## src/wmfb_pkg.sv

```systemverilog
// Shared package for the 802.11 management frame builder.
// Holds the request and status codes, the register map, the frame constants and
// the controller-to-datapath command and status structs. No dependencies.
`default_nettype none

package wmfb_pkg;

    // Sizing of the frame and of the SSID store.
    localparam int MAX_FRAME_LEN = 128;
    localparam int SSID_CAPACITY = 32;
    localparam int SSID_ROWS     = SSID_CAPACITY / 4;
    localparam int ROW_W         = $clog2(SSID_ROWS);
    localparam int HDR_LEN       = 24;
    localparam int FIXED_LEN     = 12;
    localparam int WORD_IDX_W    = 5;

    // Request modes.
    typedef enum logic [2:0] {
        MODE_SSID_WR    = 3'd0,
        MODE_BEACON     = 3'd1,
        MODE_PROBE_REQ  = 3'd2,
        MODE_PROBE_RESP = 3'd3,
        MODE_DEAUTH     = 3'd4
    } t_mode;

    // Result status codes.
    typedef enum logic [1:0] {
        ST_OK       = 2'd0,
        ST_BAD_CHAN = 2'd1,
        ST_TOO_LONG = 2'd2
    } t_status;

    // Configuration register indexes.
    typedef enum logic [2:0] {
        CFG_SENDER   = 3'd0,
        CFG_DEST     = 3'd1,
        CFG_BSSID    = 3'd2,
        CFG_INTERVAL = 3'd3,
        CFG_CAP      = 3'd4,
        CFG_COUNTRY  = 3'd5,
        CFG_REASON   = 3'd6
    } t_cfg_idx;

    // Frame control values per frame subtype.
    localparam logic [15:0] FC_BEACON     = 16'h0080;
    localparam logic [15:0] FC_PROBE_REQ  = 16'h0040;
    localparam logic [15:0] FC_PROBE_RESP = 16'h0050;
    localparam logic [15:0] FC_DEAUTH     = 16'h00c0;

    // Register reset values and defaults used when a register holds zero.
    localparam logic [47:0] MAC_BCAST      = 48'hffff_ffff_ffff;
    localparam logic [15:0] DEF_INTERVAL   = 16'd100;
    localparam logic [15:0] DEF_CAP        = 16'h0001;
    localparam logic [15:0] DEF_REASON     = 16'h0001;
    localparam logic [23:0] DEF_COUNTRY    = 24'h205345;
    localparam logic [7:0]  ASCII_SPACE    = 8'h20;

    // Supported rates, first transmitted byte in the low bits.
    localparam logic [63:0] RATES = 64'h2418_120c_968b_8482;

    // Channel range.
    localparam logic [7:0] CHAN_MIN = 8'd1;
    localparam logic [7:0] CHAN_MAX = 8'd13;

    // Element ids.
    localparam logic [7:0] EID_SSID    = 8'd0;
    localparam logic [7:0] EID_RATES   = 8'd1;
    localparam logic [7:0] EID_DS      = 8'd3;
    localparam logic [7:0] EID_COUNTRY = 8'd7;

    // Controller commands to the datapath.
    typedef struct packed {
        logic load;     // capture a frame request
        logic ssid_wr;  // write one SSID byte
        logic adv;      // load the next word into the output register
    } t_dp_cmd;

    // Datapath status back to the controller.
    typedef struct packed {
        logic out_free;   // output register can take a word this cycle
        logic last_word;  // the word being built is the final one
    } t_dp_sts;

endpackage

`default_nettype wire

```

## src/wmfb_ctrl.sv

```systemverilog
// Controller state machine of the management frame builder.
// Depends on wmfb_pkg for the mode codes and the command and status structs.
`default_nettype none

module wmfb_ctrl (
    input  wire logic              i_clk,
    input  wire logic              i_rst_n,
    input  wire logic              i_in_valid,
    input  wire logic [2:0]        i_mode,
    input  wire wmfb_pkg::t_dp_sts i_sts,
    output logic                   o_in_ready,
    output wmfb_pkg::t_dp_cmd      o_cmd
);

    typedef enum logic {
        S_IDLE,
        S_EMIT
    } t_state;

    t_state r_state;
    logic   r_in_ready;
    logic   accept;
    logic   is_frame;

    assign accept   = i_in_valid && r_in_ready;
    assign is_frame = (i_mode == wmfb_pkg::MODE_BEACON)
                   || (i_mode == wmfb_pkg::MODE_PROBE_REQ)
                   || (i_mode == wmfb_pkg::MODE_PROBE_RESP)
                   || (i_mode == wmfb_pkg::MODE_DEAUTH);

    always_comb begin
        o_cmd.load    = accept && is_frame;
        o_cmd.ssid_wr = accept && (i_mode == wmfb_pkg::MODE_SSID_WR);
        o_cmd.adv     = (r_state == S_EMIT) && i_sts.out_free;
    end

    assign o_in_ready = r_in_ready;

    always_ff @(posedge i_clk) begin
        if (!i_rst_n) begin
            r_state    <= S_IDLE;
            r_in_ready <= 1'b1;
        end else begin
            unique case (r_state)
                S_IDLE: begin
                    if (o_cmd.load) begin
                        r_state    <= S_EMIT;
                        r_in_ready <= 1'b0;
                    end
                end
                S_EMIT: begin
                    if (o_cmd.adv && i_sts.last_word) begin
                        r_state    <= S_IDLE;
                        r_in_ready <= 1'b1;
                    end
                end
                default: begin
                    r_state    <= S_IDLE;
                    r_in_ready <= 1'b1;
                end
            endcase
        end
    end

    a_no_ready_in_emit: assert property (@(posedge i_clk) disable iff (!i_rst_n)
        (r_state == S_EMIT) |-> !r_in_ready)
        else $error("request ready while a frame is being emitted");

    a_load_starts_emit: assert property (@(posedge i_clk) disable iff (!i_rst_n)
        o_cmd.load |=> (r_state == S_EMIT))
        else $error("frame request did not start emission");

    a_last_frees_input: assert property (@(posedge i_clk) disable iff (!i_rst_n)
        (o_cmd.adv && i_sts.last_word) |=> r_in_ready)
        else $error("input not ready after final word");

    a_ssid_wr_stays_idle: assert property (@(posedge i_clk) disable iff (!i_rst_n)
        o_cmd.ssid_wr |=> (r_state == S_IDLE))
        else $error("SSID write left the idle state");

endmodule

`default_nettype wire

```

## src/wmfb_datapath.sv

```systemverilog
// Datapath of the management frame builder: registers, SSID store, byte selection
// and the output word register. Depends on wmfb_pkg.
`default_nettype none

module wmfb_datapath (
    input  wire logic              i_clk,
    input  wire logic              i_rst_n,
    input  wire wmfb_pkg::t_dp_cmd i_cmd,
    output wmfb_pkg::t_dp_sts      o_sts,
    input  wire logic              i_cfg_we,
    input  wire logic [2:0]        i_cfg_index,
    input  wire logic [47:0]       i_cfg_data,
    input  wire logic [2:0]        i_mode,
    input  wire logic [11:0]       i_sequence_req,
    input  wire logic [7:0]        i_channel,
    input  wire logic [5:0]        i_ssid_length,
    input  wire logic [4:0]        i_ssid_index,
    input  wire logic [7:0]        i_ssid_byte,
    input  wire logic              i_out_ready,
    output logic                   o_out_valid,
    output logic [31:0]            o_data_word,
    output logic [2:0]             o_byte_count,
    output logic                   o_last,
    output logic [1:0]             o_status
);

    localparam int WW = wmfb_pkg::WORD_IDX_W;

    // Configuration registers.
    logic [47:0] r_sender, r_dest, r_bssid;
    logic [15:0] r_interval, r_cap, r_reason;
    logic [23:0] r_country;

    // SSID store, four bytes to a row.
    logic [31:0] r_ssid_rows [wmfb_pkg::SSID_ROWS];

    // Captured request.
    logic [2:0]    r_mode;
    logic [11:0]   r_seq;
    logic [7:0]    r_chan;
    logic [5:0]    r_slen;
    logic [6:0]    r_fbase, r_ebase, r_flen;
    logic [WW-1:0] r_nwords, r_word;
    logic [1:0]    r_status;
    logic [15:0]   r_prev_hi;

    // Output register.
    logic        r_out_valid;
    logic [31:0] r_data;
    logic [2:0]  r_cnt;
    logic        r_last;
    logic [1:0]  r_ostat;

    // Request decode.
    logic [5:0]    slen_sat;
    logic [6:0]    n_fbase, n_ebase, n_flen;
    logic [WW-1:0] n_nwords;
    logic [1:0]    n_status;
    logic          chan_bad, too_long;

    assign slen_sat = (i_ssid_length > 6'(wmfb_pkg::SSID_CAPACITY))
                    ? 6'(wmfb_pkg::SSID_CAPACITY) : i_ssid_length;
    assign n_fbase  = (i_mode == wmfb_pkg::MODE_PROBE_REQ)
                    ? 7'(wmfb_pkg::HDR_LEN)
                    : 7'(wmfb_pkg::HDR_LEN + wmfb_pkg::FIXED_LEN);
    assign n_ebase  = n_fbase + 7'd2 + 7'(slen_sat);

    always_comb begin
        if (i_mode == wmfb_pkg::MODE_DEAUTH) begin
            n_flen = 7'(wmfb_pkg::HDR_LEN + 2);
        end else if (i_mode == wmfb_pkg::MODE_BEACON) begin
            n_flen = n_ebase + 7'd21;
        end else begin
            n_flen = n_ebase + 7'd13;
        end
    end

    assign chan_bad = (i_channel < wmfb_pkg::CHAN_MIN) || (i_channel > wmfb_pkg::CHAN_MAX);
    assign too_long = int'(n_flen) > wmfb_pkg::MAX_FRAME_LEN;

    always_comb begin
        priority if (chan_bad) begin
            n_status = wmfb_pkg::ST_BAD_CHAN;
        end else if (too_long) begin
            n_status = wmfb_pkg::ST_TOO_LONG;
        end else begin
            n_status = wmfb_pkg::ST_OK;
        end
    end

    assign n_nwords = (n_status != wmfb_pkg::ST_OK) ? WW'(1)
                    : WW'((8'(n_flen) + 8'd3) >> 2);

    // Effective field values.
    logic [15:0] fc, intv, cap, reason;
    logic [47:0] bss;
    logic [7:0]  c0, c1, c2;

    always_comb begin
        unique case (r_mode)
            wmfb_pkg::MODE_BEACON:     fc = wmfb_pkg::FC_BEACON;
            wmfb_pkg::MODE_PROBE_REQ:  fc = wmfb_pkg::FC_PROBE_REQ;
            wmfb_pkg::MODE_PROBE_RESP: fc = wmfb_pkg::FC_PROBE_RESP;
            default:                   fc = wmfb_pkg::FC_DEAUTH;
        endcase
    end

    always_comb begin
        priority if (r_bssid != '0) begin
            bss = r_bssid;
        end else if (r_mode == wmfb_pkg::MODE_PROBE_REQ) begin
            bss = wmfb_pkg::MAC_BCAST;
        end else begin
            bss = r_sender;
        end
    end

    assign intv   = (r_interval != '0) ? r_interval : wmfb_pkg::DEF_INTERVAL;
    assign cap    = (r_cap != '0) ? r_cap : wmfb_pkg::DEF_CAP;
    assign reason = (r_reason != '0) ? r_reason : wmfb_pkg::DEF_REASON;

    always_comb begin
        c0 = r_country[7:0];
        c1 = r_country[15:8];
        c2 = r_country[23:16];
        priority if (c0 == '0 || c1 == '0) begin
            c0 = wmfb_pkg::DEF_COUNTRY[7:0];
            c1 = wmfb_pkg::DEF_COUNTRY[15:8];
            c2 = wmfb_pkg::DEF_COUNTRY[23:16];
        end else if (c2 == '0) begin
            c2 = wmfb_pkg::ASCII_SPACE;
        end else begin
            c2 = r_country[23:16];
        end
    end

    // Byte images of the frame sections, first byte lowest.
    logic [191:0] hdr;
    logic [95:0]  fixv;
    logic [167:0] tail;

    assign hdr  = {r_seq, 4'h0, bss, r_sender, r_dest, 16'h0000, fc};
    assign fixv = {cap, intv, 64'h0};
    assign tail = {8'd20, 8'd13, 8'd1, c2, c1, c0, 8'd6, wmfb_pkg::EID_COUNTRY,
                   r_chan, 8'd1, wmfb_pkg::EID_DS, wmfb_pkg::RATES, 8'd8,
                   wmfb_pkg::EID_RATES};

    // SSID bytes of one word come from the high half of one row and the low
    // half of the next, since the SSID always starts two bytes into a word.
    logic [4:0]                  rowoff;
    logic [wmfb_pkg::ROW_W-1:0]  row_idx;
    logic [31:0]                 row_cur;

    assign rowoff  = 5'((r_fbase + 7'd2) >> 2);
    assign row_idx = wmfb_pkg::ROW_W'(r_word - rowoff);
    assign row_cur = r_ssid_rows[row_idx];

    logic [31:0] word;

    for (genvar gb = 0; gb < 4; gb++) begin : g_lane
        logic [6:0] pos, doff, foff;
        logic [7:0] sb, lane_byte;

        assign pos  = {r_word, 2'(gb)};
        assign doff = pos - r_ebase;
        assign foff = pos - 7'(wmfb_pkg::HDR_LEN);

        if (gb < 2) begin : g_prev
            assign sb = r_prev_hi[gb*8 +: 8];
        end else begin : g_cur
            assign sb = row_cur[(gb-2)*8 +: 8];
        end

        always_comb begin
            priority if (pos >= r_flen) begin
                lane_byte = '0;
            end else if (pos < 7'(wmfb_pkg::HDR_LEN)) begin
                lane_byte = hdr[{pos[4:0], 3'b000} +: 8];
            end else if (r_mode == wmfb_pkg::MODE_DEAUTH) begin
                lane_byte = foff[0] ? reason[15:8] : reason[7:0];
            end else if (pos < r_fbase) begin
                lane_byte = fixv[{foff[3:0], 3'b000} +: 8];
            end else if (pos == r_fbase) begin
                lane_byte = wmfb_pkg::EID_SSID;
            end else if (pos == r_fbase + 7'd1) begin
                lane_byte = {2'b00, r_slen};
            end else if (pos < r_ebase) begin
                lane_byte = sb;
            end else begin
                lane_byte = tail[{doff[4:0], 3'b000} +: 8];
            end
        end

        assign word[gb*8 +: 8] = lane_byte;
    end

    logic       cur_last, err;
    logic [2:0] cur_cnt;

    assign err      = (r_status != wmfb_pkg::ST_OK);
    assign cur_last = (r_word == r_nwords - WW'(1));
    assign cur_cnt  = err ? 3'd0
                    : cur_last ? 3'(r_flen - {r_word, 2'b00}) : 3'd4;

    assign o_sts.out_free  = !r_out_valid || i_out_ready;
    assign o_sts.last_word = cur_last;

    // Control state and configuration registers.
    always_ff @(posedge i_clk) begin
        if (!i_rst_n) begin
            r_out_valid <= 1'b0;
            r_word      <= '0;
            r_sender    <= '0;
            r_dest      <= wmfb_pkg::MAC_BCAST;
            r_bssid     <= '0;
            r_interval  <= wmfb_pkg::DEF_INTERVAL;
            r_cap       <= wmfb_pkg::DEF_CAP;
            r_country   <= wmfb_pkg::DEF_COUNTRY;
            r_reason    <= wmfb_pkg::DEF_REASON;
        end else begin
            if (i_cmd.adv) begin
                r_out_valid <= 1'b1;
                r_word      <= r_word + WW'(1);
            end else if (i_out_ready) begin
                r_out_valid <= 1'b0;
            end
            if (i_cmd.load) begin
                r_word <= '0;
            end
            if (i_cfg_we) begin
                unique case (i_cfg_index)
                    wmfb_pkg::CFG_SENDER:   r_sender   <= i_cfg_data;
                    wmfb_pkg::CFG_DEST:     r_dest     <= i_cfg_data;
                    wmfb_pkg::CFG_BSSID:    r_bssid    <= i_cfg_data;
                    wmfb_pkg::CFG_INTERVAL: r_interval <= i_cfg_data[15:0];
                    wmfb_pkg::CFG_CAP:      r_cap      <= i_cfg_data[15:0];
                    wmfb_pkg::CFG_COUNTRY:  r_country  <= i_cfg_data[23:0];
                    wmfb_pkg::CFG_REASON:   r_reason   <= i_cfg_data[15:0];
                    default: ;
                endcase
            end
        end
    end

    // Payload registers.
    always_ff @(posedge i_clk) begin
        if (i_cmd.load) begin
            r_mode   <= i_mode;
            r_seq    <= i_sequence_req;
            r_chan   <= i_channel;
            r_slen   <= slen_sat;
            r_fbase  <= n_fbase;
            r_ebase  <= n_ebase;
            r_flen   <= n_flen;
            r_nwords <= n_nwords;
            r_status <= n_status;
        end
        if (i_cmd.ssid_wr && ({1'b0, i_ssid_index} < 6'(wmfb_pkg::SSID_CAPACITY))) begin
            r_ssid_rows[i_ssid_index[4:2]][{i_ssid_index[1:0], 3'b000} +: 8] <= i_ssid_byte;
        end
        if (i_cmd.adv) begin
            r_data    <= err ? 32'h0 : word;
            r_cnt     <= cur_cnt;
            r_last    <= cur_last;
            r_ostat   <= r_status;
            r_prev_hi <= row_cur[31:16];
        end
    end

    assign o_out_valid  = r_out_valid;
    assign o_data_word  = r_data;
    assign o_byte_count = r_cnt;
    assign o_last       = r_last;
    assign o_status     = r_ostat;

endmodule

`default_nettype wire

```

## src/wifi_mgmt_frame_builder_unit.sv

```systemverilog
// 802.11 management frame builder, top level. Depends on wmfb_pkg, wmfb_ctrl, wmfb_datapath.
// A request is captured on acceptance and the controller enters its emit state; from there
// the first word is loaded into the output register. A frame of N words (7 to 23, or one
// error word) moves one word a cycle through the byte selection into the single output
// register while the consumer keeps up, and a write of an SSID byte gives no result.
// Reset (synchronous, active low) idles the block and loads the register defaults.
`default_nettype none

module wifi_mgmt_frame_builder_unit (
    input  wire logic        i_clk,
    input  wire logic        i_rst_n,
    // Configuration write port.
    input  wire logic        i_cfg_we,
    input  wire logic [2:0]  i_cfg_index,
    input  wire logic [47:0] i_cfg_data,
    // Request channel.
    input  wire logic        i_in_valid,
    output logic             o_in_ready,
    input  wire logic [2:0]  i_mode,
    input  wire logic [11:0] i_sequence_req,
    input  wire logic [7:0]  i_channel,
    input  wire logic [5:0]  i_ssid_length,
    input  wire logic [4:0]  i_ssid_index,
    input  wire logic [7:0]  i_ssid_byte,
    // Result channel.
    output logic             o_out_valid,
    input  wire logic        i_out_ready,
    output logic [31:0]      o_data_word,
    output logic [2:0]       o_byte_count,
    output logic             o_last,
    output logic [1:0]       o_status
);

    // The controller decides when a request is taken and when the next word of
    // a frame moves into the output register. The datapath captures the
    // request, works out the frame layout (SSID and element offsets, total
    // length, word count and error status) and builds each word from four
    // byte selectors that each pick from the header, the fixed fields, the
    // SSID store or the trailing elements.
    wmfb_pkg::t_dp_cmd dp_cmd;
    wmfb_pkg::t_dp_sts dp_sts;

    wmfb_ctrl u_ctrl (
        .i_clk      (i_clk),
        .i_rst_n    (i_rst_n),
        .i_in_valid (i_in_valid),
        .i_mode     (i_mode),
        .i_sts      (dp_sts),
        .o_in_ready (o_in_ready),
        .o_cmd      (dp_cmd)
    );

    // The output register sits in the datapath, so a finished word can wait
    // for the consumer while the controller already holds the next request
    // slot open once the final word has been loaded.
    wmfb_datapath u_dp (
        .i_clk          (i_clk),
        .i_rst_n        (i_rst_n),
        .i_cmd          (dp_cmd),
        .o_sts          (dp_sts),
        .i_cfg_we       (i_cfg_we),
        .i_cfg_index    (i_cfg_index),
        .i_cfg_data     (i_cfg_data),
        .i_mode         (i_mode),
        .i_sequence_req (i_sequence_req),
        .i_channel      (i_channel),
        .i_ssid_length  (i_ssid_length),
        .i_ssid_index   (i_ssid_index),
        .i_ssid_byte    (i_ssid_byte),
        .i_out_ready    (i_out_ready),
        .o_out_valid    (o_out_valid),
        .o_data_word    (o_data_word),
        .o_byte_count   (o_byte_count),
        .o_last         (o_last),
        .o_status       (o_status)
    );

endmodule

`default_nettype wire
```

## config.mk

```make
export PLATFORM = sky130hd
export DESIGN_NAME = wifi_mgmt_frame_builder_unit
export DESIGN_NICKNAME = d
export VERILOG_FILES = /design/src/wmfb_pkg.sv /design/src/wmfb_ctrl.sv /design/src/wmfb_datapath.sv /design/src/wifi_mgmt_frame_builder_unit.sv
export SDC_FILE = /design/constraint.sdc
export NUM_CORES = 1
export LEC_CHECK = 0
export BUFFER_PORTS_ARGS = -buffer_cell sky130_fd_sc_hd__buf_4
export CORE_UTILIZATION = 49
export CTS_CLUSTER_DIAMETER = 120
export DETAILED_ROUTE_END_ITERATION = 6
export GPL_TIMING_DRIVEN = 0
export PLACE_DENSITY_LB_ADDON = 0.15
export SLEW_MARGIN = 10
export SYNTH_ARGS = -nofsm -noshare
export SYNTH_HDL_FRONTEND = slang
export SYNTH_SLANG_ARGS = --single-unit
```

## constraint.sdc

```tcl
create_clock -name i_clk -period 5.3 [get_ports i_clk]
set_clock_uncertainty 0.1 [all_clocks]
set_input_delay 0.795 -clock i_clk [delete_from_list [all_inputs] [get_ports i_clk]]
set_output_delay 0.795 -clock i_clk [all_outputs]
set_load 0.01 [all_outputs]
```

==> impl_metrics.json <==
{
  "status": "complete, no violations",
  "final_max_slew_viol_count": 0,
  "crit_fanout": 16,
  "hold_viol": 0,
  "holdCritStartpoint": "i_sequence_req[6]",
  "synth.area.mux_share": 0.0658,
  "layout.nets": 3101,
  "synth_area_per_cell_um2": 10.2,
  "powerDensity_nw_per_um2": 338,
  "clk_latency_ns": 0.64,
  "syn-instance-count": 2759,
  "r2r_setup_slack_ns": 0.11,
  "r2r-end": "u_dp.o_data_word[13]$_SDFFCE_PP0P_",
  "yosys_warnings": 0,
  "dpl_cell_area_um2": 30300,
  "fin_util": 0.573,
  "holdWs_ns": 0.223,
  "grt_pass1_wl_mm": 166,
  "fp.dieH_um": 242,
  "ant_nets": 0,
  "yosys-top-cells-area": "edfxtp_1 (38%), dfxtp_1 (16%), nand2_1 (7.8%)",
  "layout-drive-gt1-share": 0.126,
  "rsz0062_at_grt": "false",
  "netlist_area_um2": 28200,
  "ys.flop_type": "edfxtp_1",
  "path_class": "flip-flop to flip-flop",
  "postCtsHoldBufs": 0,
  "vdd_drop_max_mv": 0.300,
  "finalCritPeriodShare": 0.980,
  "power_mw": 11.0,
  "yosys.area_share.adder": 0.0210,
  "hold_end": "u_dp.r_seq[6]$_DFFE_PP_",
  "ioPinCount": 138,
  "path_clk_slew_ns": 0.07,
  "cp.arrival_ns": 5.44,
  "drc": 0,
  "via_per_inst": 6.36,
  "dpl.cell_count": 3654,
  "combPwrFrac": 0.136,
  "critPathCaptureType": "flip-flop",
  "synth_xor_area_frac": 0.0121,
  "p_leak_nw": 11.6,
  "firstDrtPassIters": 6,
  "stdcell_count": 3764,
  "hpwlAfterDp_mm": 89.0,
  "post_drt_wl_per_cell_um": 31.0,
  "cts_buffers": 59,
  "grt_usage": 0.395,
  "gp_congestion": 1.07,
  "ys_seq_area_frac": 0.541,
  "core_area_um2": 56600,
  "initial_core_util": 0.499,
  "post-synth-top-area-cell": "edfxtp_1",
  "antenna_found_initial": 0,
  "grt_max_degree": 37,
  "worst_pin_slew_ns": 1.29,
  "fmax_mhz": 193,
  "numPortBuffers": 135,
  "cts_root_buffer": "clkbuf_16",
  "cts_buffer_depth": 3,
  "post_cts_buffers": 0,
  "critPathLaunchType": "flip-flop",
  "fin_area_um2": 32400,
  "grt_pass1_vias": 23200,
  "reg2reg_from": "u_dp.r_word[0]$_SDFFE_PP0P_",
  "tritoncts": "done",
  "vias": 24000,
  "die-area_um2": 58600,
  "syn_nets": 2902,
  "p_int_mw": 8.04,
  "htree_levels": 2,
  "die_w_um": 242,
  "ys_async_sr_fraction": 0,
  "slew_headroom": 0.132,
  "synth_edf_count": 359,
  "synth_top_family_by_area": "simple AND/OR/NAND/NOR gates",
  "synth-seq-cells": 583,
  "worst_ep_required_time_ns": 5.55,
  "drv_cap": 0,
  "synthDistinctLibCells": 86,
  "overflow": 0,
  "period_needed_ns": 5.19,
  "clockPowerShare": 0.407,
  "syn_to_final_growth_pct": 14.9,
  "clock-sinks": 583,
  "seqPwrFrac": 0.457,
  "p_sw_mw": 2.92,
  "drt_iter0_markers": 2960,
  "rows": 87,
  "synth_compound_area_frac": 0.147,
  "r2r_cells": 12,
  "yosys.area.top_type_share": 0.382,
  "finalSetupViolations": 0,
  "holdPathStages": 1,
  "hp-class": "input pin to flip-flop",
  "post-synth-top-count-cell": "nand2_1",
  "synth-simple-area-share": 0.182,
  "synthTopCellsByCount": "nand2_1 (587), edfxtp_1 (359), nor2_1 (226)",
  "routed_wl_mm": 117,
  "switching_share": 0.267
}
## metal layers
metal  track usage  vias up  part of all wire
li1              -    10400                 -
met1         0.482    11800              0.37
met2         0.649     1366              0.47
met3        0.0644      363             0.080
met4         0.259        0             0.077
met5             0        -                 0
## logic make-up (layout without fill, tap and decap cells)
| kind of cell | Yosys count | count (layout) |
|---|---|---|
| simple gates | 1166 | 1166 |
| xor+xnor | 38 | 38 |
| fa+ha+maj | 45 | 45 |
| buf+inv | 216 | 464 |
| flops | 583 | 583 |
| mux | 104 | 104 |
| other cells | 1 | 2 |
| compound gates | 606 | 606 |
## timing repair
item,CTS,global route
setup endpoints to repair,46,13
pin swaps,1,0
resized for setup,25,6
## how the worst max path moves through the flow
stage / start / to / cells past startpoint
final: u_dp.r_word[0]$_SDFFE_PP0P_ / u_dp.o_data_word[13]$_SDFFCE_PP0P_ / 12
after detailed placement: u_dp.r_word[0]$_SDFFE_PP0P_ / u_dp.o_data_word[24]$_SDFFCE_PP0P_ / 14
after CTS: u_dp.r_ebase[0]$_DFFE_PP_ / u_dp.o_data_word[5]$_SDFFCE_PP0P_ / 13
after global placement: u_dp.r_word[0]$_SDFFE_PP0P_ / u_dp.o_data_word[24]$_SDFFCE_PP0P_ / 14
after floorplan: u_dp.r_word[0]$_SDFFE_PP0P_ / u_dp.r_prev_hi[14]$_DFFE_PP_ / 13
after global routing: u_dp.r_word[0]$_SDFFE_PP0P_ / u_dp.o_data_word[27]$_SDFFCE_PP0P_ / 14
## cell type report
cell class | instances | area (µm²)
fillers | 4802 | 24200
flip-flops and latches | 583 | 15300
multi-input cells | 1960 | 12200
clock buffers | 73 | 1630
repair buffers | 139 | 1070
well taps | 756 | 946
plain buffers | 169 | 707
clock inverters | 37 | 449
inverters | 46 | 174
diodes | 1 | 2.50
## placed cells by master, fill, tap and decap left out, types with 16 or more instances in the layout
cell type,n
nand2_1,587
edfxtp_1,359
nor2_1,226
dfxtp_1,224
a21boi_0,161
buf_4,144
clkbuf_1,122
o21ai_0,111
a21oi_1,94
nand3_1,94
mux4_2,65
clkbuf_16,61
nor3_1,47
a31oi_1,43
inv_1,42
and2_1,42
ha_1,41
nor4_1,35
mux2i_1,35
nand2b_1,26
nor2b_1,23
buf_2,22
xnor2_1,21
nand4_1,17
buf_1,16
## worst max-delay path, cell delays in order (launching register included)
cell       delay [ns]
dfxtp_1          0.58
clkbuf_4         0.37
inv_1            0.33
buf_4            0.35
ha_1             0.40
nand2_1          0.11
or3_1            0.37
clkbuf_1         0.33
nand2_1          0.46
a31oi_1          0.15
o21ai_1          0.42
o2111ai_1        0.31
a2111oi_0        0.61
## state kept, by name (all words and copies together) (netlist names), 7 cells and up
signal and cells:
u_dp.o_data_word 32, u_dp.r_bssid 48, u_dp.r_cap 16, u_dp.r_chan 8, u_dp.r_country 24, u_dp.r_dest 48
u_dp.r_ebase 7, u_dp.r_flen 7, u_dp.r_interval 16, u_dp.r_prev_hi 16, u_dp.r_reason 16, u_dp.r_sender 48
u_dp.r_seq 12, u_dp.r_ssid_rows 256
## metrics by stage
stage	setup slack (ns)	setup TNS (ns)
global placement	-1.36	-36.05
global route	0.00638	0
finish	0.107	0
detailed placement	-1.36	-35.80
floorplan	1.21	0
CTS	0.0384	0
## power groups by stage
| stage | combinational [mW] | sequential, mW | clock, mW |
|---|---|---|---|
| 3_5_place_dp | 1.44 | 5.10 | 0 |
| 4_1_cts | 1.45 | 5.00 | 4.47 |
| 6_report | 1.49 | 5.01 | 4.46 |
| 2_1_floorplan | 0.857 | 5.05 | 0 |
| 5_1_grt | 1.57 | 5.01 | 4.63 |
| 3_3_place_gp | 1.42 | 5.10 | 0 |
(Power assumes the default switching activity.)
